==> config.mk <==
export PLATFORM = sky130hd
export DESIGN_NAME = magma_key_regs
export DESIGN_NICKNAME = d
export VERILOG_FILES = /design/src/hdl/magma_block_cipher_core_assert.svh /design/src/hdl/magma_pkg.sv /design/src/hdl/magma_key_regs.sv
export SDC_FILE = /design/constraint.sdc
export NUM_CORES = 1
export LEC_CHECK = 0
export BUFFER_PORTS_ARGS = -buffer_cell sky130_fd_sc_hd__clkbuf_2
export CAP_MARGIN = 20
export CORE_ASPECT_RATIO = 0.75
export CORE_MARGIN = 4
export CORE_UTILIZATION = 45
export DETAILED_ROUTE_END_ITERATION = 10
export PLACE_DENSITY = 0.72
export SETUP_SLACK_MARGIN = 0.1
export SLEW_MARGIN = 20
export SYNTH_ARGS = -nofsm -noshare
export SYNTH_HDL_FRONTEND = slang
export SYNTH_SLANG_ARGS = --single-unit
==> constraint.sdc <==
create_clock -name clk -period 2.2 [get_ports clk]
set_input_delay 0.33 -clock clk [delete_from_list [all_inputs] [get_ports clk]]
set_output_delay 0.33 -clock clk [all_outputs]
set_load 0.03 [all_outputs]
==> src/hdl/magma_block_cipher_core_assert.svh <==
// ----------------------------------------------------------------------------
// Assertion macros for the Magma block cipher core.
// Each macro checks a property on the rising edge of clk, held off in reset.
// ----------------------------------------------------------------------------
`ifndef MAGMA_BLOCK_CIPHER_CORE_ASSERT_SVH
`define MAGMA_BLOCK_CIPHER_CORE_ASSERT_SVH

`ifndef SYNTHESIS

// Same-cycle implication
`define MAGMA_ASSERT_IMPLY(label, ante, cons) \
    label: assert property (@(posedge clk) disable iff (!rst_n) (ante) |-> (cons)) \
        else $error("magma assertion failed: same-cycle implication");

// Next-cycle implication
`define MAGMA_ASSERT_NEXT(label, ante, cons) \
    label: assert property (@(posedge clk) disable iff (!rst_n) (ante) |=> (cons)) \
        else $error("magma assertion failed: next-cycle implication");

`else

`define MAGMA_ASSERT_IMPLY(label, ante, cons)
`define MAGMA_ASSERT_NEXT(label, ante, cons)

`endif

`endif

==> src/hdl/magma_pkg.sv <==
`timescale 1ns / 1ps
// ----------------------------------------------------------------------------
// magma_pkg
// Types, S-box table and round functions shared by the Magma cipher core.
// ----------------------------------------------------------------------------
package magma_pkg;

    localparam int unsigned NUM_ROUNDS = 32;
    localparam int unsigned NUM_KEYS   = 8;
    localparam int unsigned KEY_IDX_W  = 3;
    localparam int unsigned CFG_IDX_W  = 4;
    localparam int unsigned ROUND_W    = 5;
    localparam int unsigned ROT        = 11;

    typedef logic [31:0] word_t;
    typedef logic [3:0]  nib_t;
    typedef word_t [NUM_KEYS-1:0] key_set_t;

    // Input beat
    typedef struct packed {
        logic  func;
        word_t high_half_in;
        word_t low_half_in;
    } in_t;

    // Output beat
    typedef struct packed {
        word_t high_half_out;
        word_t low_half_out;
    } out_t;

    // Block state carried between round stages
    typedef struct packed {
        logic  dec;
        word_t hi;
        word_t lo;
    } stage_t;

    localparam logic FUNC_DECRYPT = 1'b1;

    // S-box n works on nibble n, nibble 0 being the least significant
    localparam nib_t SBOX [8][16] = '{
        '{4'hC, 4'h4, 4'h6, 4'h2, 4'hA, 4'h5, 4'hB, 4'h9,
          4'hE, 4'h8, 4'hD, 4'h7, 4'h0, 4'h3, 4'hF, 4'h1},
        '{4'h6, 4'h8, 4'h2, 4'h3, 4'h9, 4'hA, 4'h5, 4'hC,
          4'h1, 4'hE, 4'h4, 4'h7, 4'hB, 4'hD, 4'h0, 4'hF},
        '{4'hB, 4'h3, 4'h5, 4'h8, 4'h2, 4'hF, 4'hA, 4'hD,
          4'hE, 4'h1, 4'h7, 4'h4, 4'hC, 4'h9, 4'h6, 4'h0},
        '{4'hC, 4'h8, 4'h2, 4'h1, 4'hD, 4'h4, 4'hF, 4'h6,
          4'h7, 4'h0, 4'hA, 4'h5, 4'h3, 4'hE, 4'h9, 4'hB},
        '{4'h7, 4'hF, 4'h5, 4'hA, 4'h8, 4'h1, 4'h6, 4'hD,
          4'h0, 4'h9, 4'h3, 4'hE, 4'hB, 4'h4, 4'h2, 4'hC},
        '{4'h5, 4'hD, 4'hF, 4'h6, 4'h9, 4'h2, 4'hC, 4'hA,
          4'hB, 4'h7, 4'h8, 4'h1, 4'h4, 4'h3, 4'hE, 4'h0},
        '{4'h8, 4'hE, 4'h2, 4'h5, 4'h6, 4'h9, 4'h1, 4'hC,
          4'hF, 4'h4, 4'hB, 4'h0, 4'hD, 4'hA, 4'h3, 4'h7},
        '{4'h1, 4'h7, 4'hE, 4'hD, 4'h0, 4'h5, 4'h8, 4'h3,
          4'h4, 4'hF, 4'hA, 4'h6, 4'h9, 4'hC, 4'hB, 4'h2}
    };

    // Apply the eight S-boxes in parallel
    function automatic word_t sbox_layer(input word_t x);
        word_t r;
        r = '0;
        for (int n = 0; n < 8; n++)
        begin
            r[4*n +: 4] = SBOX[n][x[4*n +: 4]];
        end
        return r;
    endfunction

    // Round function: add key, substitute, rotate left
    function automatic word_t round_mix(input word_t x, input word_t k);
        word_t s;
        s = sbox_layer(x + k);
        return {s[31-ROT:0], s[31:32-ROT]};
    endfunction

    // Key word used by encryption round r
    function automatic logic [KEY_IDX_W-1:0] key_index(input logic [ROUND_W-1:0] r);
        logic [ROUND_W-1:0] back;
        back = ROUND_W'(NUM_ROUNDS - 1) - r;
        if (r < ROUND_W'(24))
            return r[KEY_IDX_W-1:0];
        else
            return back[KEY_IDX_W-1:0];
    endfunction

endpackage

==> src/hdl/magma_key_regs.sv <==
`timescale 1ns / 1ps
// ----------------------------------------------------------------------------
// magma_key_regs
// Holds the eight 32-bit key words written through the config port.
// ----------------------------------------------------------------------------
module magma_key_regs (
    input  logic                                 clk,
    input  logic                                 rst_n,
    input  logic                                 cfg_wr_en,
    input  logic [magma_pkg::CFG_IDX_W-1:0]      cfg_addr,
    input  magma_pkg::word_t                     cfg_wdata,
    output magma_pkg::key_set_t                  keys
);
    import magma_pkg::*;

    key_set_t keys_reg;

    // Write the addressed key word; drop writes beyond the last word
    always_ff @(posedge clk or negedge rst_n)
    begin
        if (!rst_n)
        begin
            keys_reg <= '0;
        end
        else if (cfg_wr_en && (cfg_addr < CFG_IDX_W'(NUM_KEYS)))
        begin
            keys_reg[cfg_addr[KEY_IDX_W-1:0]] <= cfg_wdata;
        end
    end

    assign keys = keys_reg;

endmodule

### Yosys cells after proc, flatten, opt, wreduce, memory -nomap -nowiden

Cells that the tools add are included.

* flip-flop bits (word level): 256
* bits of input ports: 39
* output and inout port bits: 256

* magnitude comparators: 3
* multiplexer cells: 3
* reduce and logical (&&, ||, !) cells: 2

Operator list (number)
* bitwise mux 256 bit: 1
* demux 32 bit (select 3 bit): 1
* 2-to-1 mux 32 bit: 1
* < comparator 3 x 4 -> 1 bit (second input constant): 1
* < comparator 4 bit (second input constant): 1
* >= comparator 3 x 1 -> 1 bit (second input constant): 1
* logical AND 1 bit: 2

### Longest topological paths before layout

* word-level depth: 5
* depth in mapped cells: 5
* gate-level depth less buffers: 3

### Worst setup path after synthesis

No wires, ideal clock.

* path kind: input to register
* start: in cfg_addr[3] (netlist name)
* end: reg keys_reg, in the netlist keys[33]
* arrival: 1.430 ns
* required time: 2.075 ns
* setup slack: 0.645 ns
* stages: 4
* path buffers: 2
* cells stage by stage: or4_1 -> buf_2 -> buf_6 -> mux2_4

* longest elaborated chain between the ends: 2

RTL lines
* start: declaration: line magma_key_regs.sv:10 `input logic [magma_pkg::CFG_IDX_W-1:0] cfg_addr,`
* < comparator 4 bit: line magma_key_regs.sv:25 `else if (cfg_wr_en && (cfg_addr < CFG_IDX_W'(NUM_KEYS)))`
* logical AND 1 bit: line magma_key_regs.sv:25
* end signal: indexed assignment: line magma_key_regs.sv:27 `keys_reg[cfg_addr[KEY_IDX_W-1:0]] <= cfg_wdata;`
* end: declaration: line magma_key_regs.sv:16 `key_set_t keys_reg;`

No other way between the ends.
A chain may end at the register's enable or synchronous reset.

### Final worst setup path

* start: reg keys_reg, in the netlist keys[51]
* end: out keys[51] (netlist name)

RTL lines
* end: declaration: line magma_key_regs.sv:12 `output magma_pkg::key_set_t keys`

No word-level cell between the ends.

==> flow_summary.json <==
{
  "status": "finished clean",
  "setup_ws_ns": 0.759,
  "max-slew-margin-rel_pct": 68.4,
  "ir_drop_v": 0.000775,
  "firstDrtPassIters": 4,
  "coreArea_um2": 21100,
  "ys_seq_area_share_pct": 66.5,
  "cts_tree": "yes",
  "pin_count": 295,
  "cts_root_buf": "clkbuf_16",
  "post_cts_buffers": 0,
  "clk-insertion-delay-late_ns": 0.50,
  "synthCells": 554,
  "syn2layout_area_growth_pct": 29.1,
  "antenna_found_initial": 0,
  "crit_family": "flip-flops",
  "ys_ff_latch": 256,
  "viasPerCell": 5.04,
  "cts_made_buffers": 25,
  "dieWidth_um": 177,
  "slew_viol_final": 0,
  "rsz0062_at_grt": "no",
  "p_switching_mw": 5.62,
  "seq_area_um2": 6410,
  "switching_share_pct": 36.2,
  "min_path_type": "input port to register",
  "hold_viol": 0,
  "fmax_mhz": 694,
  "finalPower_mw": 15.6,
  "p_per_area_nw_per_um2": 1250,
  "intPower_mw": 9.93,
  "cp-end-kind": "primary output",
  "overflow": 0,
  "dpl_worst_slack_ns": 0.352,
  "initial_core_util_pct": 45.6,
  "port_buffers": 294,
  "pwr-share-clk_pct": 27.2,
  "ys_types": 15,
  "worstMarginPinSlew_ns": 0.474,
  "cp_max_fo": 2,
  "rows": 46,
  "dp_cells": 1125,
  "tns_ns": 0,
  "antenna_cells": 0,
  "ant_nets": 0,
  "crit_chain": "clkbuf_2",
  "grt_pass1_wl_um": 37400,
  "post-route-min-period_ns": 1.44,
  "h-tree-depth": 1,
  "die-area_um2": 23800,
  "cts.path.max_buffers": 3,
  "grt_use_total_pct": 20.1,
  "avgSynthCellArea_um2": 17.4,
  "clkTransAtPathRegs_ns": 0.06,
  "syn-num-nets": 593,
  "grt_start_max_net_pins": 63,
  "wl_per_cell_um": 20.6,
  "multiInputGateArea_um2": 3110,
  "finalSetupViolCount": 0,
  "vias": 5901,
  "holdBufCountCts": 1,
  "fillCellCount": 1703,
  "slowest_stage": "dfrtp_1",
  "cts_sinks": 256,
  "worstPathBufferInverterCount": 1,
  "die_h_um": 135,
  "pwr-share-comb_pct": 31.6,
  "worst_clock_skew_ns": 0,
  "worstSetupPathType": "register to primary output",
  "wl_um": 24100,
  "gp_congestion": 0.762,
  "drv_cap": 0,
  "ys.warnings.count": 0,
  "final_core_util_pct": 58.9,
  "pwr-share-seq_pct": 41.2,
  "critPathMaxStageDelay_ns": 0.38,
  "nets": 904,
  "cts_resized": 0,
  "cp-start-kind": "register",
  "grt_pass1_vias": 6224,
  "worstPathRequired_ns": 1.87,
  "drt_iter0_markers": 253,
  "drc_errors": 0,
  "drive_gt1_share_pct": 68.7,
  "synthesis.area_um2": 9640,
  "worstPathArrival_ns": 1.11,
  "leakage_nw": 6.24,
  "dpl.hpwl_um": 16300,
  "fin_crit_sh_pct": 65.5,
  "fin_cells": 1170,
  "largest_reg_flops": 256
}
cell usage in the layout, fill, tap and decap left out, types with 5 or more instances in the layout:
cell / count
mux2_2: 218
clkbuf_1: 5
clkbuf_8: 9
clkbuf_16: 25
mux2_1: 8
buf_4: 7
clkbuf_2: 293
dfrtp_1: 256
mux2_4: 30
buf_12: 10
synth_stat cells, drive strengths merged:
cell type	count	area share, %
buf	25	1.5
clkbuf	3	0.12
dfrtp	256	66
mux2	256	31
nand2	2	0.078
nand2b	4	0.26
nand3	1	0.052
nand3b	1	0.078
nor2	3	0.12
nor3	1	0.10
nor3b	1	0.078
or4	1	0.078
path summary, 6_finish.rpt:
path / from / end / slack (ns) / cells after the start
worst max-delay path: keys[51] / keys[51] / 0.76 / 1
worst min-delay path: cfg_wdata[18] / keys[146] / 0.16 / 2
worst max register to register: keys[146] / keys[146] / 1.41 / 1
worst min register to register: keys[82] / keys[82] / 0.49 / 1
max in group asynchronous: rst_n / keys[10] / 1.13 / 3
min in group asynchronous: rst_n / keys[238] / 0.36 / 2
logic make-up after synthesis:
logic type / count (synthesis) / synth area share, %
mux: 256 / 31.1
flops: 256 / 66.5
simple gates: 14 / 0.844
buf+inv: 28 / 1.61
power by group through the flow:
stage          clock network (mW)  logic (mW)  registers [mW]
2_1_floorplan                   0        1.05            8.63
3_3_place_gp                    0        4.92            6.44
3_5_place_dp                    0        4.98            6.47
4_1_cts                      4.35        4.99            6.41
5_1_grt                      4.54        5.18            6.53
6_report                     4.23        4.92            6.41
stage by stage:
step	cell area (um2)	hold WS [ns]
2_1_floorplan	9640	0.0344
3_3_place_gp	11600	0.304
3_5_place_dp	11600	0.305
4_1_cts	12400	0.126
5_1_grt	12400	0.151
6_report	12400	0.156
cell type report:
type	instances	area share, %
clock buffer	39	6.18
clock inverter	5	0.422
multi-input combinational	270	25.0
sequential	256	51.5
tap	288	2.90
timing repair buffer	312	14.0
per-layer routing:
| metal | part of all wire [%] | GRT usage [%] | vias up |
|---|---|---|---|
| li1 | - | - | 2588 |
| met1 | 43 | 27.1 | 3071 |
| met2 | 46 | 32.3 | 200 |
| met3 | 8.0 | 6.27 | 42 |
| met4 | 2.5 | 4.94 | 0 |
| met5 | 0 | 0 | - |
No activity file was read; power rests on OpenSTA's default activity.
