[src/hdl/magma_block_cipher_core_assert.svh]
// ----------------------------------------------------------------------------
// Assertion macros for the Magma block cipher core.
// Each macro checks a property on the rising edge of clk, held off in reset.
// ----------------------------------------------------------------------------
`ifndef MAGMA_BLOCK_CIPHER_CORE_ASSERT_SVH
`define MAGMA_BLOCK_CIPHER_CORE_ASSERT_SVH

`ifndef SYNTHESIS

// Same-cycle implication
`define MAGMA_ASSERT_IMPLY(label, ante, cons) \
    label: assert property (@(posedge clk) disable iff (!rst_n) (ante) |-> (cons)) \
        else $error("magma assertion failed: same-cycle implication");

// Next-cycle implication
`define MAGMA_ASSERT_NEXT(label, ante, cons) \
    label: assert property (@(posedge clk) disable iff (!rst_n) (ante) |=> (cons)) \
        else $error("magma assertion failed: next-cycle implication");

`else

`define MAGMA_ASSERT_IMPLY(label, ante, cons)
`define MAGMA_ASSERT_NEXT(label, ante, cons)

`endif

`endif

[src/hdl/magma_pkg.sv]
`timescale 1ns / 1ps
// ----------------------------------------------------------------------------
// magma_pkg
// Types, S-box table and round functions shared by the Magma cipher core.
// ----------------------------------------------------------------------------
package magma_pkg;

    localparam int unsigned NUM_ROUNDS = 32;
    localparam int unsigned NUM_KEYS   = 8;
    localparam int unsigned KEY_IDX_W  = 3;
    localparam int unsigned CFG_IDX_W  = 4;
    localparam int unsigned ROUND_W    = 5;
    localparam int unsigned ROT        = 11;

    typedef logic [31:0] word_t;
    typedef logic [3:0]  nib_t;
    typedef word_t [NUM_KEYS-1:0] key_set_t;

    // Input beat
    typedef struct packed {
        logic  func;
        word_t high_half_in;
        word_t low_half_in;
    } in_t;

    // Output beat
    typedef struct packed {
        word_t high_half_out;
        word_t low_half_out;
    } out_t;

    // Block state carried between round stages
    typedef struct packed {
        logic  dec;
        word_t hi;
        word_t lo;
    } stage_t;

    localparam logic FUNC_DECRYPT = 1'b1;

    // S-box n works on nibble n, nibble 0 being the least significant
    localparam nib_t SBOX [8][16] = '{
        '{4'hC, 4'h4, 4'h6, 4'h2, 4'hA, 4'h5, 4'hB, 4'h9,
          4'hE, 4'h8, 4'hD, 4'h7, 4'h0, 4'h3, 4'hF, 4'h1},
        '{4'h6, 4'h8, 4'h2, 4'h3, 4'h9, 4'hA, 4'h5, 4'hC,
          4'h1, 4'hE, 4'h4, 4'h7, 4'hB, 4'hD, 4'h0, 4'hF},
        '{4'hB, 4'h3, 4'h5, 4'h8, 4'h2, 4'hF, 4'hA, 4'hD,
          4'hE, 4'h1, 4'h7, 4'h4, 4'hC, 4'h9, 4'h6, 4'h0},
        '{4'hC, 4'h8, 4'h2, 4'h1, 4'hD, 4'h4, 4'hF, 4'h6,
          4'h7, 4'h0, 4'hA, 4'h5, 4'h3, 4'hE, 4'h9, 4'hB},
        '{4'h7, 4'hF, 4'h5, 4'hA, 4'h8, 4'h1, 4'h6, 4'hD,
          4'h0, 4'h9, 4'h3, 4'hE, 4'hB, 4'h4, 4'h2, 4'hC},
        '{4'h5, 4'hD, 4'hF, 4'h6, 4'h9, 4'h2, 4'hC, 4'hA,
          4'hB, 4'h7, 4'h8, 4'h1, 4'h4, 4'h3, 4'hE, 4'h0},
        '{4'h8, 4'hE, 4'h2, 4'h5, 4'h6, 4'h9, 4'h1, 4'hC,
          4'hF, 4'h4, 4'hB, 4'h0, 4'hD, 4'hA, 4'h3, 4'h7},
        '{4'h1, 4'h7, 4'hE, 4'hD, 4'h0, 4'h5, 4'h8, 4'h3,
          4'h4, 4'hF, 4'hA, 4'h6, 4'h9, 4'hC, 4'hB, 4'h2}
    };

    // Apply the eight S-boxes in parallel
    function automatic word_t sbox_layer(input word_t x);
        word_t r;
        r = '0;
        for (int n = 0; n < 8; n++)
        begin
            r[4*n +: 4] = SBOX[n][x[4*n +: 4]];
        end
        return r;
    endfunction

    // Round function: add key, substitute, rotate left
    function automatic word_t round_mix(input word_t x, input word_t k);
        word_t s;
        s = sbox_layer(x + k);
        return {s[31-ROT:0], s[31:32-ROT]};
    endfunction

    // Key word used by encryption round r
    function automatic logic [KEY_IDX_W-1:0] key_index(input logic [ROUND_W-1:0] r);
        logic [ROUND_W-1:0] back;
        back = ROUND_W'(NUM_ROUNDS - 1) - r;
        if (r < ROUND_W'(24))
            return r[KEY_IDX_W-1:0];
        else
            return back[KEY_IDX_W-1:0];
    endfunction

endpackage

[src/hdl/magma_round.sv]
`timescale 1ns / 1ps
// ----------------------------------------------------------------------------
// magma_round
// One Feistel round and its pipeline register, with the stage valid bit.
// ----------------------------------------------------------------------------
module magma_round (
    input  logic              clk,
    input  logic              rst_n,
    input  logic              adv,
    input  logic              vld_in,
    input  magma_pkg::stage_t data_in,
    input  magma_pkg::word_t  sub_key,
    output logic              vld_out,
    output magma_pkg::stage_t data_out
);
    import magma_pkg::*;

    logic   vld_reg;
    stage_t data_reg;
    stage_t data_next;

    // Mix the low half into the high half and swap
    always_comb
    begin
        data_next.dec = data_in.dec;
        data_next.hi  = data_in.lo;
        data_next.lo  = data_in.hi ^ round_mix(data_in.lo, sub_key);
    end

    // Advance the valid bit with the pipe
    always_ff @(posedge clk or negedge rst_n)
    begin
        if (!rst_n)
        begin
            vld_reg <= 1'b0;
        end
        else if (adv)
        begin
            vld_reg <= vld_in;
        end
    end

    // Advance the block; hold it while the pipe is stalled
    always_ff @(posedge clk)
    begin
        if (adv)
        begin
            data_reg <= data_next;
        end
    end

    assign vld_out  = vld_reg;
    assign data_out = data_reg;

endmodule

[config.mk]
export PLATFORM = sky130hd
export DESIGN_NAME = magma_round
export DESIGN_NICKNAME = d
export VERILOG_FILES = /design/src/hdl/magma_block_cipher_core_assert.svh /design/src/hdl/magma_pkg.sv /design/src/hdl/magma_round.sv
export SDC_FILE = /design/constraint.sdc
export NUM_CORES = 1
export LEC_CHECK = 0
export BUFFER_PORTS_ARGS = -buffer_cell sky130_fd_sc_hd__clkbuf_2
export CORE_ASPECT_RATIO = 1.75
export CORE_MARGIN = 5
export CORE_UTILIZATION = 30
export CTS_CLUSTER_SIZE = 16
export DETAILED_ROUTE_END_ITERATION = 8
export GPL_ROUTABILITY_DRIVEN = 0
export PLACE_DENSITY = 0.53
export SYNTH_ARGS = -nofsm -noshare
export SYNTH_HDL_FRONTEND = slang
export SYNTH_SLANG_ARGS = --single-unit
[constraint.sdc]
create_clock -name clk -period 1.1 [get_ports clk]
set_input_delay 0.22 -clock clk [delete_from_list [all_inputs] [get_ports clk]]
set_output_delay 0.22 -clock clk [all_outputs]
set_load 0.03 [all_outputs]
Word-level counts from Yosys, hierarchy flattened
Memories as Yosys holds them, arrays and structs flattened.
Cells that the tools add are included.
Widths: inputs -> output; s select.
{"block": "op_classes", "add_sub_neg": 1, "magnitude_cmp": 8, "bitwise": 9, "n_mux": 16}
{"operator": "$mux 4", "count": 16}
{"operator": "$ge 5x5->1 const B", "count": 8}
{"operator": "$not 4->5", "count": 8}
{"operator": "$add 32x32->32", "count": 1}
{"operator": "$xor 32x32->32", "count": 1}
{"block": "totals", "elab_cells": 46, "rom_bits": 512, "mem_count": 8, "ff_bits": 66}
{"name": "(no name shown)", "words": 16, "word_bits": 4, "read_ports": 1, "rd_ports_with_merged_regs": 0, "wr": 0, "line": "magma_pkg.sv:67", "rtl": "r[4*n +: 4] = SBOX[n][x[4*n +: 4]];"}
{"name": "(no name shown)", "words": 16, "word_bits": 4, "read_ports": 1, "rd_ports_with_merged_regs": 0, "wr": 0, "line": "magma_pkg.sv:67"}
{"name": "(no name shown)", "words": 16, "word_bits": 4, "read_ports": 1, "rd_ports_with_merged_regs": 0, "wr": 0, "line": "magma_pkg.sv:67"}
{"name": "(no name shown)", "words": 16, "word_bits": 4, "read_ports": 1, "rd_ports_with_merged_regs": 0, "wr": 0, "line": "magma_pkg.sv:67"}
{"name": "(no name shown)", "words": 16, "word_bits": 4, "read_ports": 1, "rd_ports_with_merged_regs": 0, "wr": 0, "line": "magma_pkg.sv:67"}
{"name": "(no name shown)", "words": 16, "word_bits": 4, "read_ports": 1, "rd_ports_with_merged_regs": 0, "wr": 0, "line": "magma_pkg.sv:67"}
{"name": "2 more memories"}

Depth between registers and ports, before layout
Gate-level depths: netlist (run 1).
{"block": "logic_depth", "word_depth": 6, "mapped_depth": 16}

Least setup slack after synthesis (run 1)
Ideal clock, no wire load.
{"block": "synth_timing", "path_kind": "input-to-reg", "from": "in data_in[0] (netlist bit)", "to": "reg data_reg, in the netlist data_out[2], data pin", "stages": 14, "t_arrival_ns": 3.134, "n_path_buf": 0, "setup_slack_ns": -2.292, "required_ns": 0.842, "setup_time_ns": 0.258, "path_cell_list": "ha_1 -> inv_1 -> fa_1 -> nand2b_1 -> a21o_1 -> a211oi_2 -> or2_1 -> a31oi_1 -> o21ai_1 -> xor2_1 -> inv_1 -> ha_1 -> mux4_2 -> xnor2_1"}
{"item": "start, declared", "line": "magma_round.sv:11", "rtl": "input magma_pkg::stage_t data_in,"}
{"item": "end signal, assigned", "line": "magma_round.sv:48", "rtl": "data_reg <= data_next;"}
{"item": "end, declared", "line": "magma_round.sv:19", "rtl": "stage_t data_reg;"}

==> impl_metrics.tcl, run 1 <==
set metrics [dict create \
    failed_checks "negative setup slack" \
    synth-seq-area-share 0.356 \
    synth-warning-count 0 \
    synth_edf_count 65 \
    combinationalPowerShare 0.568 \
    netlist-cell-type-count 68 \
    period_share 2.67 \
    drt-wirelength-per-cell_um 16.3 \
    cts.root.buffer_cell "sky130_fd_sc_hd__clkbuf_16" \
    synthToLayoutAreaGrowth_pct 82.8 \
    fillCellCount 1587 \
    cp_max_fo 5 \
    yosys_register_bits 66 \
    synth_top_area_cell "sky130_fd_sc_hd__edfxtp_1" \
    rsz0062_at_grt "true" \
    ys_async_sr_fraction 0.0152 \
    drv.max_cap_violation_count 0 \
    worstMarginPinSlew_ns 0.377 \
    switching_fraction 0.358 \
    initial_core_util 0.302 \
    worstSkewPairLatency_ns 0.33 \
    floorplan.die.height_um 190 \
    io_buffers 166 \
    clkPwrFrac 0.196 \
    largest_net_degree_at_the_start_of_global_routing 20 \
    h-tree-depth 3 \
    detailedPlace.worstSlack_ns -2.37 \
    die-width_um 113 \
    critPathKind "in -> reg" \
    hold_violations 0 \
    drive_above_1_share 0.621 \
    fp-row-count 66 \
    seq_power_share 0.237 \
    route.vias.total 5359 \
    cts_max_path_buffers 2 \
    status "finished, violations left" \
    mappedNetlistArea_mm2 0.00556 \
    num_io_pins 167 \
    grt_antenna_before_repair 2 \
    track_usage 0.164 \
    placedCellCount 1077 \
    drtIter0Drc 94 \
    timing.fmax_mhz 341 \
    cts_made_buffers 9 \
    critPathArrivalTime_ns 3.02 \
    postRouteAntennaNets 0 \
    synthTopCellsByArea "sky130_fd_sc_hd__edfxtp_1 (35%), sky130_fd_sc_hd__ha_1 (15%), sky130_fd_sc_hd__xnor2_1 (5.2%), sky130_fd_sc_hd__mux4_2 (4.5%), sky130_fd_sc_hd__xor2_1 (4.3%)" \
    drc_errors 0 \
    critPathLaunchType "input port" \
    routed_wirelength_mm 18.3 \
    finish.utilization 0.552 \
    tritoncts_num_sinks 66 \
    netSwitchingPower_mw 5.54 \
    nets 1043 \
    layout_min_cycle_time_ns 2.93 \
    setup-violations-final 66 \
    tritoncts "done" \
    crit_path_end_kind "flip-flop" \
    routed_via_density 4.79 \
    cp.required_ns 1.18 \
    max-vdd-ir-drop_v 0.000769 \
    maxSlewViolCount 0 \
    setup_skew_after_layout_ns 0 \
    yosys_most_used_dff "sky130_fd_sc_hd__edfxtp_1" \
    globalRouteOverflowTotal 0 \
    die-area_mm2 0.0215 \
    first_pass_grt_wire_length_mm 28.0 \
    min-delay-path-class "in -> reg" \
    coreArea_mm2 0.0184 \
    slew_headroom 0.747 \
    power_density_mw_per_mm2 1520 \
    detailed_place.area_mm2 0.00828 \
    syn-num-nets 688 \
    grt_pass1_vias 5895 \
    synth.avg_cell_area_um2 10.7 \
    fin_ws_ns -1.83 \
    postSynthCellCount 518 \
    drt_first_pass_iters 4 \
    finalInstanceArea_mm2 0.0102 \
    p_leak_nw 4.44 \
    cell_internal_pwr_mw 9.94 \
    post_layout_nonfiller_instances 1118 \
    place_hpwl_mm 14.8 \
    yosysTopAreaCellShare 0.351 \
    cts.clk_slew.worst_paths_ns 0.05 \
    finalHoldWorstSlack_ns 0.0647 \
]
## cells by family after synthesis
logic type | share of synthesized area
adder cells (fa/ha/maj) | 0.157
XOR/XNOR | 0.0995
flip-flops | 0.356
buffers and inverters | 0.0378
AO/OA/AOI/OAI | 0.155
multiplexers | 0.0853
AND/OR/NAND/NOR | 0.110
## power groups by stage
stage	clock network, mW	registers, mW	logic (mW)
2_1_floorplan	0	4.58	3.29
3_3_place_gp	0	3.61	6.53
3_5_place_dp	0	3.63	6.80
4_1_cts	3.11	3.65	8.25
5_1_grt	3.19	3.71	9.39
6_report	3.03	3.66	8.79
## cell type report
type	count	area, µm²	share of cell area
multi-input cells	405	4460	0.438
repair buffers	355	2980	0.293
flip-flops and latches	66	1980	0.194
well taps	238	298	0.0293
clock buffers	9	225	0.0222
inverters	36	143	0.0140
clock inverters	7	83.8	0.00825
diodes	2	5.00	0.000492
## worst max-delay path: stages
cell and delay (ns):
sky130_fd_sc_hd__buf_8 0.08, sky130_fd_sc_hd__ha_4 0.14, sky130_fd_sc_hd__inv_2 0.04, sky130_fd_sc_hd__fa_2 0.33, sky130_fd_sc_hd__nand2b_4 0.15, sky130_fd_sc_hd__a21o_4 0.22, sky130_fd_sc_hd__a211oi_4 0.22, sky130_fd_sc_hd__or2_4 0.17
sky130_fd_sc_hd__a31oi_4 0.10, sky130_fd_sc_hd__buf_4 0.17, sky130_fd_sc_hd__xnor2_4 0.24, sky130_fd_sc_hd__inv_2 0.09, sky130_fd_sc_hd__ha_2 0.20, sky130_fd_sc_hd__mux4_2 0.49, sky130_fd_sc_hd__xor2_1 0.16
## state kept, by name (all words and copies together), names as in the netlist
register  flops
vld_out       1
data_out     65
## stage by stage
stage | setup TNS [ns] | power (mW)
after floorplan | -50.57 | 7.87
after global placement | -60.85 | 10.1
after detailed placement | -62.40 | 10.4
after CTS | -48.91 | 15.0
after global routing | -52.94 | 16.3
final | -47.56 | 15.5
## per-layer routing
metal	GRT usage	wire length, µm	part of all wire
met1	0.148	6100	0.33
met2	0.335	10800	0.59
met3	0.0277	746	0.041
met4	0.0875	618	0.034
met5	0	0	0
## path summary, 6_finish.rpt
kind,start,end,slack [ns],cells past startpoint
setup / recovery,data_in[0],data_out[27]$_DFFE_PP_,-1.83,15
hold / removal,data_in[64],data_out[64]$_DFFE_PP_,0.06,1
setup reg to reg,vld_out$_DFFE_PN0P_,vld_out$_DFFE_PN0P_,0.32,1
hold reg to reg,vld_out$_DFFE_PN0P_,vld_out$_DFFE_PN0P_,0.56,1
max in group asynchronous,rst_n,vld_out$_DFFE_PN0P_,0.80,2
min in group asynchronous,rst_n,vld_out$_DFFE_PN0P_,0.22,2
## layout by cell type (no fill, tap or decap), types with 22 or more instances in the layout
cell | Yosys | final
sky130_fd_sc_hd__ha_1 | 68 | 29
sky130_fd_sc_hd__inv_1 | 36 | 25
sky130_fd_sc_hd__a21oi_1 | 38 | 22
sky130_fd_sc_hd__clkbuf_8 | 1 | 48
sky130_fd_sc_hd__buf_4 | 1 | 164
sky130_fd_sc_hd__ha_4 | 0 | 31
sky130_fd_sc_hd__edfxtp_1 | 65 | 65
sky130_fd_sc_hd__buf_6 | 2 | 32
sky130_fd_sc_hd__nand2_1 | 30 | 22
sky130_fd_sc_hd__xnor2_1 | 33 | 25
sky130_fd_sc_hd__clkbuf_2 | 1 | 95
## synthesized netlist by cell type (6+ instances only)
master,instances
sky130_fd_sc_hd__edfxtp_1,65
sky130_fd_sc_hd__mux2i_1,17
sky130_fd_sc_hd__a31oi_1,6
sky130_fd_sc_hd__o21ai_0,17
sky130_fd_sc_hd__a21oi_1,38
sky130_fd_sc_hd__nand3_1,10
sky130_fd_sc_hd__nand2_1,30
sky130_fd_sc_hd__nor3_1,12
sky130_fd_sc_hd__mux4_2,11
sky130_fd_sc_hd__and3_1,9
sky130_fd_sc_hd__nor2_1,18
sky130_fd_sc_hd__inv_1,36
sky130_fd_sc_hd__a21o_1,17
sky130_fd_sc_hd__xnor2_1,33
sky130_fd_sc_hd__xor2_1,27
sky130_fd_sc_hd__nand4_1,8
sky130_fd_sc_hd__ha_1,68
## repair_timing
action / in CTS / in global routing
endpoints found under the setup margin: 98 / 98
hold buffers: 1 / 0
hold endpoints to repair: 1 / 0
gates resized for setup: 221 / 92
buffers inserted: 14 / 12
pin swaps: 56 / 50
(Power assumes the default switching activity.)
==> run 2: changes to the inputs <==
--- a/config.mk
+++ b/config.mk
@@ -5,6 +5,7 @@
 export SDC_FILE = /design/constraint.sdc
 export NUM_CORES = 1
 export LEC_CHECK = 0
+export ABC_AREA = 1
 export BUFFER_PORTS_ARGS = -buffer_cell sky130_fd_sc_hd__clkbuf_2
 export CORE_ASPECT_RATIO = 1.75
 export CORE_MARGIN = 5
==> run 2 against run 1 <==
Net effect:
- the flow still finishes with violations (negative setup slack)
- register-to-register slack hardly changed
- utilization is 0.15 points higher
- critical path type unchanged
- combinational power is 2% lower
- die area is 9.3% higher
- highest routed layer unchanged
- largest cell class unchanged
- sequential cell count stayed put
- maximum frequency is 29% higher
==> impl_metrics.tcl, run 2 <==
set metrics [dict create \
    commonest_non_fill_non_tap_cell_in_the_layout "sky130_fd_sc_hd__nand2_1" \
    grt_antenna_before_repair 0 \
    cts.root.buffer_cell "sky130_fd_sc_hd__clkbuf_16" \
    finish.utilization 0.553 \
    synth_edf_count 65 \
    routed_wirelength_mm 20.2 \
    grt_pass1_vias 6997 \
    min-delay-path-class "in -> reg" \
    combinationalPowerShare 0.588 \
    synth_top_area_cell "sky130_fd_sc_hd__edfxtp_1" \
    die-width_um 118 \
    mappedNetlistArea_mm2 0.00611 \
    h-tree-depth 3 \
    status "finished, violations left" \
    place_hpwl_mm 16.1 \
    crit_path_end_kind "flip-flop" \
    tritoncts_num_sinks 66 \
    n_antenna_cell 0 \
    cp.required_ns 1.20 \
    synth-warning-count 0 \
    layout_min_cycle_time_ns 2.27 \
    slew_headroom 0.781 \
    worst_path_dominant_cell_family "simple AND/OR/NAND/NOR gates" \
    largest_reg_flops 65 \
    route.vias.total 6730 \
    yosys_register_bits 66 \
    failed_checks "negative setup slack" \
    yosys_most_used_dff "sky130_fd_sc_hd__edfxtp_1" \
    drtIter0Drc 156 \
    cts.clk_slew.worst_paths_ns 0.05 \
    power_density_mw_per_mm2 1310 \
    floorplan.die.height_um 199 \
    drv.max_cap_violation_count 0 \
    critPathKind "in -> reg" \
    worst_hold_path.num_cells 1 \
    num_io_pins 167 \
    synth.avg_cell_area_um2 7.13 \
    critPathLaunchType "input port" \
    cts_max_path_buffers 2 \
    netSwitchingPower_mw 5.72 \
    yosysTopAreaCellShare 0.319 \
    die-area_mm2 0.0234 \
    buffers_plus_inverters_on_the_worst_setup_path 6 \
    postRouteAntennaNets 0 \
    netlist-cell-type-count 34 \
    max-vdd-ir-drop_v 0.000913 \
    reg2reg_depth 1 \
    drive_above_1_share 0.519 \
    fin_ws_ns -1.17 \
    layout_common_cells "sky130_fd_sc_hd__nand2_1 (248), sky130_fd_sc_hd__buf_4 (176), sky130_fd_sc_hd__inv_1 (106), sky130_fd_sc_hd__clkbuf_2 (91), sky130_fd_sc_hd__nand2_2 (71)" \
    totalNegativeSetupSlack_ns -32.21 \
    synth_most_common_cell "sky130_fd_sc_hd__nand2_1" \
    post_layout_nonfiller_instances 1487 \
    setup_skew_after_layout_ns 0 \
    largest_net_degree_at_the_start_of_global_routing 41 \
    switching_fraction 0.389 \
    synthTopCellsByArea "sky130_fd_sc_hd__edfxtp_1 (32%), sky130_fd_sc_hd__nand2_1 (21%), sky130_fd_sc_hd__ha_1 (14%), sky130_fd_sc_hd__inv_1 (8.3%), sky130_fd_sc_hd__nand3_1 (3.8%)" \
    first_pass_grt_wire_length_mm 31.7 \
    track_usage 0.168 \
    synth_common_cells "sky130_fd_sc_hd__nand2_1 (335), sky130_fd_sc_hd__inv_1 (135), sky130_fd_sc_hd__ha_1 (68), sky130_fd_sc_hd__edfxtp_1 (65), sky130_fd_sc_hd__nor2_1 (53)" \
    cp_slowest_stage_delay_ns 0.36 \
    drt-wirelength-per-cell_um 13.6 \
    coreArea_mm2 0.0202 \
    placedCellCount 1443 \
    critical-path-slowest-cell "sky130_fd_sc_hd__fa_2" \
    synthToLayoutAreaGrowth_pct 82.9 \
    worstMarginPinSlew_ns 0.326 \
    fp-row-count 69 \
    worst_path_most_repeated_cell "sky130_fd_sc_hd__nand2_2" \
    finalHoldWorstSlack_ns 0.0514 \
    ys_async_sr_fraction 0.0152 \
    p_leak_nw 5.53 \
    cp_max_fo 5 \
    routed_via_density 4.53 \
    nets 1404 \
    setup-violations-final 75 \
    initial_core_util 0.303 \
    globalRouteOverflowTotal 0 \
    hold_violations 0 \
    cts_made_buffers 9 \
    crit_chain "buf_6 > ha_4 > inv_2 > fa_2 > inv_2 > nand3_2 > nand2_2 > nand2_2 > nand2_2 > nand2_2 > nand2_4 > xor2_4 > buf_4 > buf_6 > buf_4 > ha_4 > nand2_2 > nand3_2 > nand2_2 > xor2_1" \
    cell_internal_pwr_mw 8.98 \
    postSynthCellCount 857 \
    syn-num-nets 1027 \
    critPathArrivalTime_ns 2.37 \
    register_area_mm2 0.00198 \
    seq_power_share 0.237 \
    worstSkewPairLatency_ns 0.34 \
    timing.fmax_mhz 440 \
    period_share 2.07 \
    drt_first_pass_iters 4 \
    drc_errors 0 \
    fillCellCount 1925 \
    io_buffers 166 \
    rsz0062_at_grt "true" \
    synth-seq-area-share 0.323 \
    maxSlewViolCount 0 \
    timing.critical_path.depth 20 \
    clkPwrFrac 0.175 \
    multiInputGateArea_mm2 0.00504 \
    tritoncts "done" \
]
[run 2: area by class of cell]
| cell class | instances | share of cell area |
|---|---|---|
| clock buffers | 11 | 0.0208 |
| well taps | 248 | 0.0278 |
| inverters | 137 | 0.0467 |
| repair buffers | 365 | 0.275 |
| flip-flops and latches | 66 | 0.177 |
| clock inverters | 5 | 0.00190 |
| multi-input cells | 655 | 0.451 |
[run 2: final timing paths]
kind	slack [ns]	from	to
worst max-delay path	-1.17	sub_key[0]	data_out[23]$_DFFE_PP_
worst min-delay path	0.05	data_in[0]	data_out[32]$_DFFE_PP_
worst max register to register	0.33	vld_out$_DFFE_PN0P_	vld_out$_DFFE_PN0P_
worst min register to register	0.56	vld_out$_DFFE_PN0P_	vld_out$_DFFE_PN0P_
max in group asynchronous	0.81	rst_n	vld_out$_DFFE_PN0P_
min in group asynchronous	0.20	rst_n	vld_out$_DFFE_PN0P_
[run 2: stage by stage]
| stage | area [µm²] | setup slack, ns | total power, mW |
|---|---|---|---|
| 2_1_floorplan | 6350 | -1.43 | 7.37 |
| 3_3_place_gp | 8810 | -1.61 | 9.76 |
| 3_5_place_dp | 8810 | -1.64 | 9.85 |
| 4_1_cts | 10600 | -1.12 | 14.0 |
| 5_1_grt | 11200 | -1.29 | 15.7 |
| 6_report | 11200 | -1.17 | 14.7 |
[run 2: what timing repair did]
action | CTS | global route
setup buffers | 16 | 16
endpoints found under the hold margin | 1 | 0
endpoints found under the setup margin | 98 | 98
resized for setup | 303 | 146
hold buffers | 1 | 0
pin swaps | 74 | 84
cloned | 1 | 0
[run 2: per-layer routing]
metal / track usage / vias up / wire [µm]
met4: 0.0723 / 0 / 697
met1: 0.147 / 3111 / 6700
met3: 0.0284 / 32 / 553
met5: 0 / - / 0
li1: - / 3476 / -
met2: 0.360 / 111 / 12300
[run 2: cells by family (layout without fill, tap and decap cells)]
logic type      count (synthesis)  in the layout  share of synthesized area
mux                             1              1                    0.00184
compound gates                 80             80                     0.0751
xor+xnor                       38             38                     0.0618
fa+ha+maj                      69             69                      0.142
flops                          66             66                      0.323
simple gates                  466            467                      0.311
buf+inv                       137            518                     0.0841
[run 2: power by group through the flow]
stage / logic [mW] / registers (mW) / clock network [mW]
final: 8.65 / 3.48 / 2.57
after floorplan: 3.07 / 4.30 / 0
after global routing: 9.42 / 3.52 / 2.76
after global placement: 6.31 / 3.45 / 0
after detailed placement: 6.39 / 3.47 / 0
after CTS: 7.85 / 3.47 / 2.68
==> run 3: changes to the inputs <==
--- a/config.mk
+++ b/config.mk
@@ -5,15 +5,14 @@
 export SDC_FILE = /design/constraint.sdc
 export NUM_CORES = 1
 export LEC_CHECK = 0
-export ABC_AREA = 1
 export BUFFER_PORTS_ARGS = -buffer_cell sky130_fd_sc_hd__clkbuf_2
 export CORE_ASPECT_RATIO = 1.75
 export CORE_MARGIN = 5
 export CORE_UTILIZATION = 30
 export CTS_CLUSTER_SIZE = 16
 export DETAILED_ROUTE_END_ITERATION = 8
-export GPL_ROUTABILITY_DRIVEN = 0
 export PLACE_DENSITY = 0.53
+export SKIP_LAST_GASP = 1
 export SYNTH_ARGS = -nofsm -noshare
 export SYNTH_HDL_FRONTEND = slang
 export SYNTH_SLANG_ARGS = --single-unit
==> run 3 against run 2 <==
Net effect:
- the run still ends with negative setup slack left
- sequential cell count did not move
- first-iteration DRC count fell by 10%
- non-clock buffer count is 6 lower
- total power rose by 0.76%
- utilization down 0.95 points
- design area decreased by 10%
- clock-buffer cell count is 1 higher
- routed wire length fell by 11%
- critical path type unchanged
- global-route usage is 0.35 points lower
- setup slack worse by 0.66 ns
- clock power is essentially flat
- register-to-register slack barely moved
==> impl_metrics.tcl, run 3 (same netlist as run 1, synthesis figures left out) <==
set metrics [dict create \
    slew_headroom 0.743 \
    gp_congestion 0.852 \
    crit_chain "buf_8 > ha_4 > inv_2 > fa_2 > nand2b_4 > a21o_4 > buf_6 > a211oi_4 > nor3_2 > o21a_1 > o31a_1 > xnor2_4 > buf_6 > mux2i_1 > mux2i_1 > xnor2_1" \
    p_leak_nw 4.43 \
    fp-row-count 66 \
    critPathLaunchType "input port" \
    max-vdd-ir-drop_v 0.000731 \
    rsz0062_at_grt "true" \
    commonest_non_fill_non_tap_cell_in_the_layout "sky130_fd_sc_hd__buf_4" \
    cts_made_buffers 9 \
    fillCellCount 1591 \
    critPathKind "in -> reg" \
    failed_checks "negative setup slack" \
    tritoncts_num_sinks 66 \
    finalHoldWorstSlack_ns 0.0597 \
    crit_path_end_kind "flip-flop" \
    layout_min_cycle_time_ns 2.93 \
    die-area_mm2 0.0215 \
    first_pass_grt_wire_length_mm 28.2 \
    setup-violations-final 67 \
    place_hpwl_mm 14.7 \
    reg2reg_depth 1 \
    critPathArrivalTime_ns 3.02 \
    n_antenna_cell 0 \
    globalRouteOverflowTotal 0 \
    routed_via_density 4.80 \
    status "finished, violations left" \
    cts.root.buffer_cell "sky130_fd_sc_hd__clkbuf_16" \
    io_buffers 166 \
    postRouteAntennaNets 0 \
    drc_errors 0 \
    grt_antenna_before_repair 0 \
    drtIter0Drc 140 \
    coreArea_mm2 0.0184 \
    routed_wirelength_mm 18.0 \
    route.vias.total 5377 \
    maxSlewViolCount 0 \
    worstSkewPairLatency_ns 0.34 \
    largest_reg_flops 65 \
    power_density_mw_per_mm2 1480 \
    finish.utilization 0.544 \
    critical-path-slowest-cell "sky130_fd_sc_hd__o31a_1" \
    min-delay-path-class "in -> reg" \
    synthToLayoutAreaGrowth_pct 80.2 \
    hold_violations 0 \
    cp_slowest_stage_delay_ns 0.37 \
    drt_first_pass_iters 4 \
    cp.required_ns 1.19 \
    cp_max_fo 5 \
    nets 1047 \
    timing.fmax_mhz 341 \
    h-tree-depth 3 \
    setup_skew_after_layout_ns 0 \
    cts.clk_slew.worst_paths_ns 0.05 \
    initial_core_util 0.302 \
    track_usage 0.165 \
    num_io_pins 167 \
    worstMarginPinSlew_ns 0.383 \
    die-width_um 113 \
    cts_max_path_buffers 2 \
    layout_common_cells "sky130_fd_sc_hd__buf_4 (176), sky130_fd_sc_hd__clkbuf_2 (96), sky130_fd_sc_hd__edfxtp_1 (65), sky130_fd_sc_hd__clkbuf_8 (53), sky130_fd_sc_hd__ha_1 (32)" \
    period_share 2.66 \
    tritoncts "done" \
    floorplan.die.height_um 190 \
    drv.max_cap_violation_count 0 \
    fin_ws_ns -1.83 \
    register_area_mm2 0.00198 \
    worst_hold_path.num_cells 1 \
    multiInputGateArea_mm2 0.00437 \
    grt_pass1_vias 5850 \
    largest_net_degree_at_the_start_of_global_routing 21 \
    drt-wirelength-per-cell_um 16.1 \
    drive_above_1_share 0.608 \
]
-- run 3: cell types whose count changed in the layout (fill, tap and decap cells not counted), sizes merged, moves of 17 or more --
cell   change
inv      -101
nand2    -317
nor2      -36
mux2i     +17
a21o      +20
nand3     -36
-- run 3: timing repair --
item                                    in CTS  in global routing
setup buffers                               16                 15
hold buffers                                 1                  0
pin swaps                                   39                 38
endpoints found under the hold margin        1                  0
gates resized for setup                    221                 60
endpoints found under the setup margin      98                 98
-- run 3: layout make-up --
cell class | count | share of cell area
Clock inverter | 4 | 0.00187
Sequential cell | 66 | 0.197
Clock buffer | 12 | 0.0236
Inverter | 36 | 0.0145
Timing Repair Buffer | 359 | 0.296
Multi-Input combinational cell | 405 | 0.437
Tap cell | 238 | 0.0297
-- run 3: worst paths after layout --
path	startpoint	to	slack, ns
min reg2reg	vld_out$_DFFE_PN0P_	vld_out$_DFFE_PN0P_	0.57
max	sub_key[0]	data_out[7]$_DFFE_PP_	-1.83
min	data_in[64]	data_out[64]$_DFFE_PP_	0.06
min in group asynchronous	rst_n	vld_out$_DFFE_PN0P_	0.19
max in group asynchronous	rst_n	vld_out$_DFFE_PN0P_	0.82
max reg2reg	vld_out$_DFFE_PN0P_	vld_out$_DFFE_PN0P_	0.32
-- run 3: routing by layer --
metal | track usage | wire length [µm]
met5 | 0 | 0
met4 | 0.0528 | 333
met3 | 0.0306 | 748
met2 | 0.346 | 10900
met1 | 0.152 | 6030
-- run 3: power breakdown --
group / internal, mW / leakage, nW / total, mW / switching [mW]
registers: 3.44 / 0.648 / 3.65 / 0.211
clock network: 1.51 / 0.128 / 2.55 / 1.05
logic: 4.46 / 3.65 / 8.61 / 4.15
-- run 3: critical path, delay by kind of cell --
kind / cells / cell delay, ns
AND/OR/NAND/NOR: 2 / 0.21
adder cells (fa/ha/maj): 2 / 0.46
XOR/XNOR: 2 / 0.36
buffers and inverters: 4 / 0.38
AO/OA/AOI/OAI: 4 / 1.06
multiplexers: 2 / 0.32
-- run 3: through the flow --
stage | cells | setup TNS (ns) | instance area, µm² | setup slack (ns) | power [mW]
finish | 1120 | -47.37 | 10000 | -1.83 | 14.8
global route | 1120 | -52.58 | 10000 | -1.96 | 15.7
floorplan | 518 | -50.57 | 5970 | -2.07 | 7.87
CTS | 1109 | -48.42 | 9720 | -1.87 | 14.5
global placement | 1077 | -60.97 | 8280 | -2.30 | 10.1
detailed placement | 1077 | -62.94 | 8280 | -2.39 | 10.4
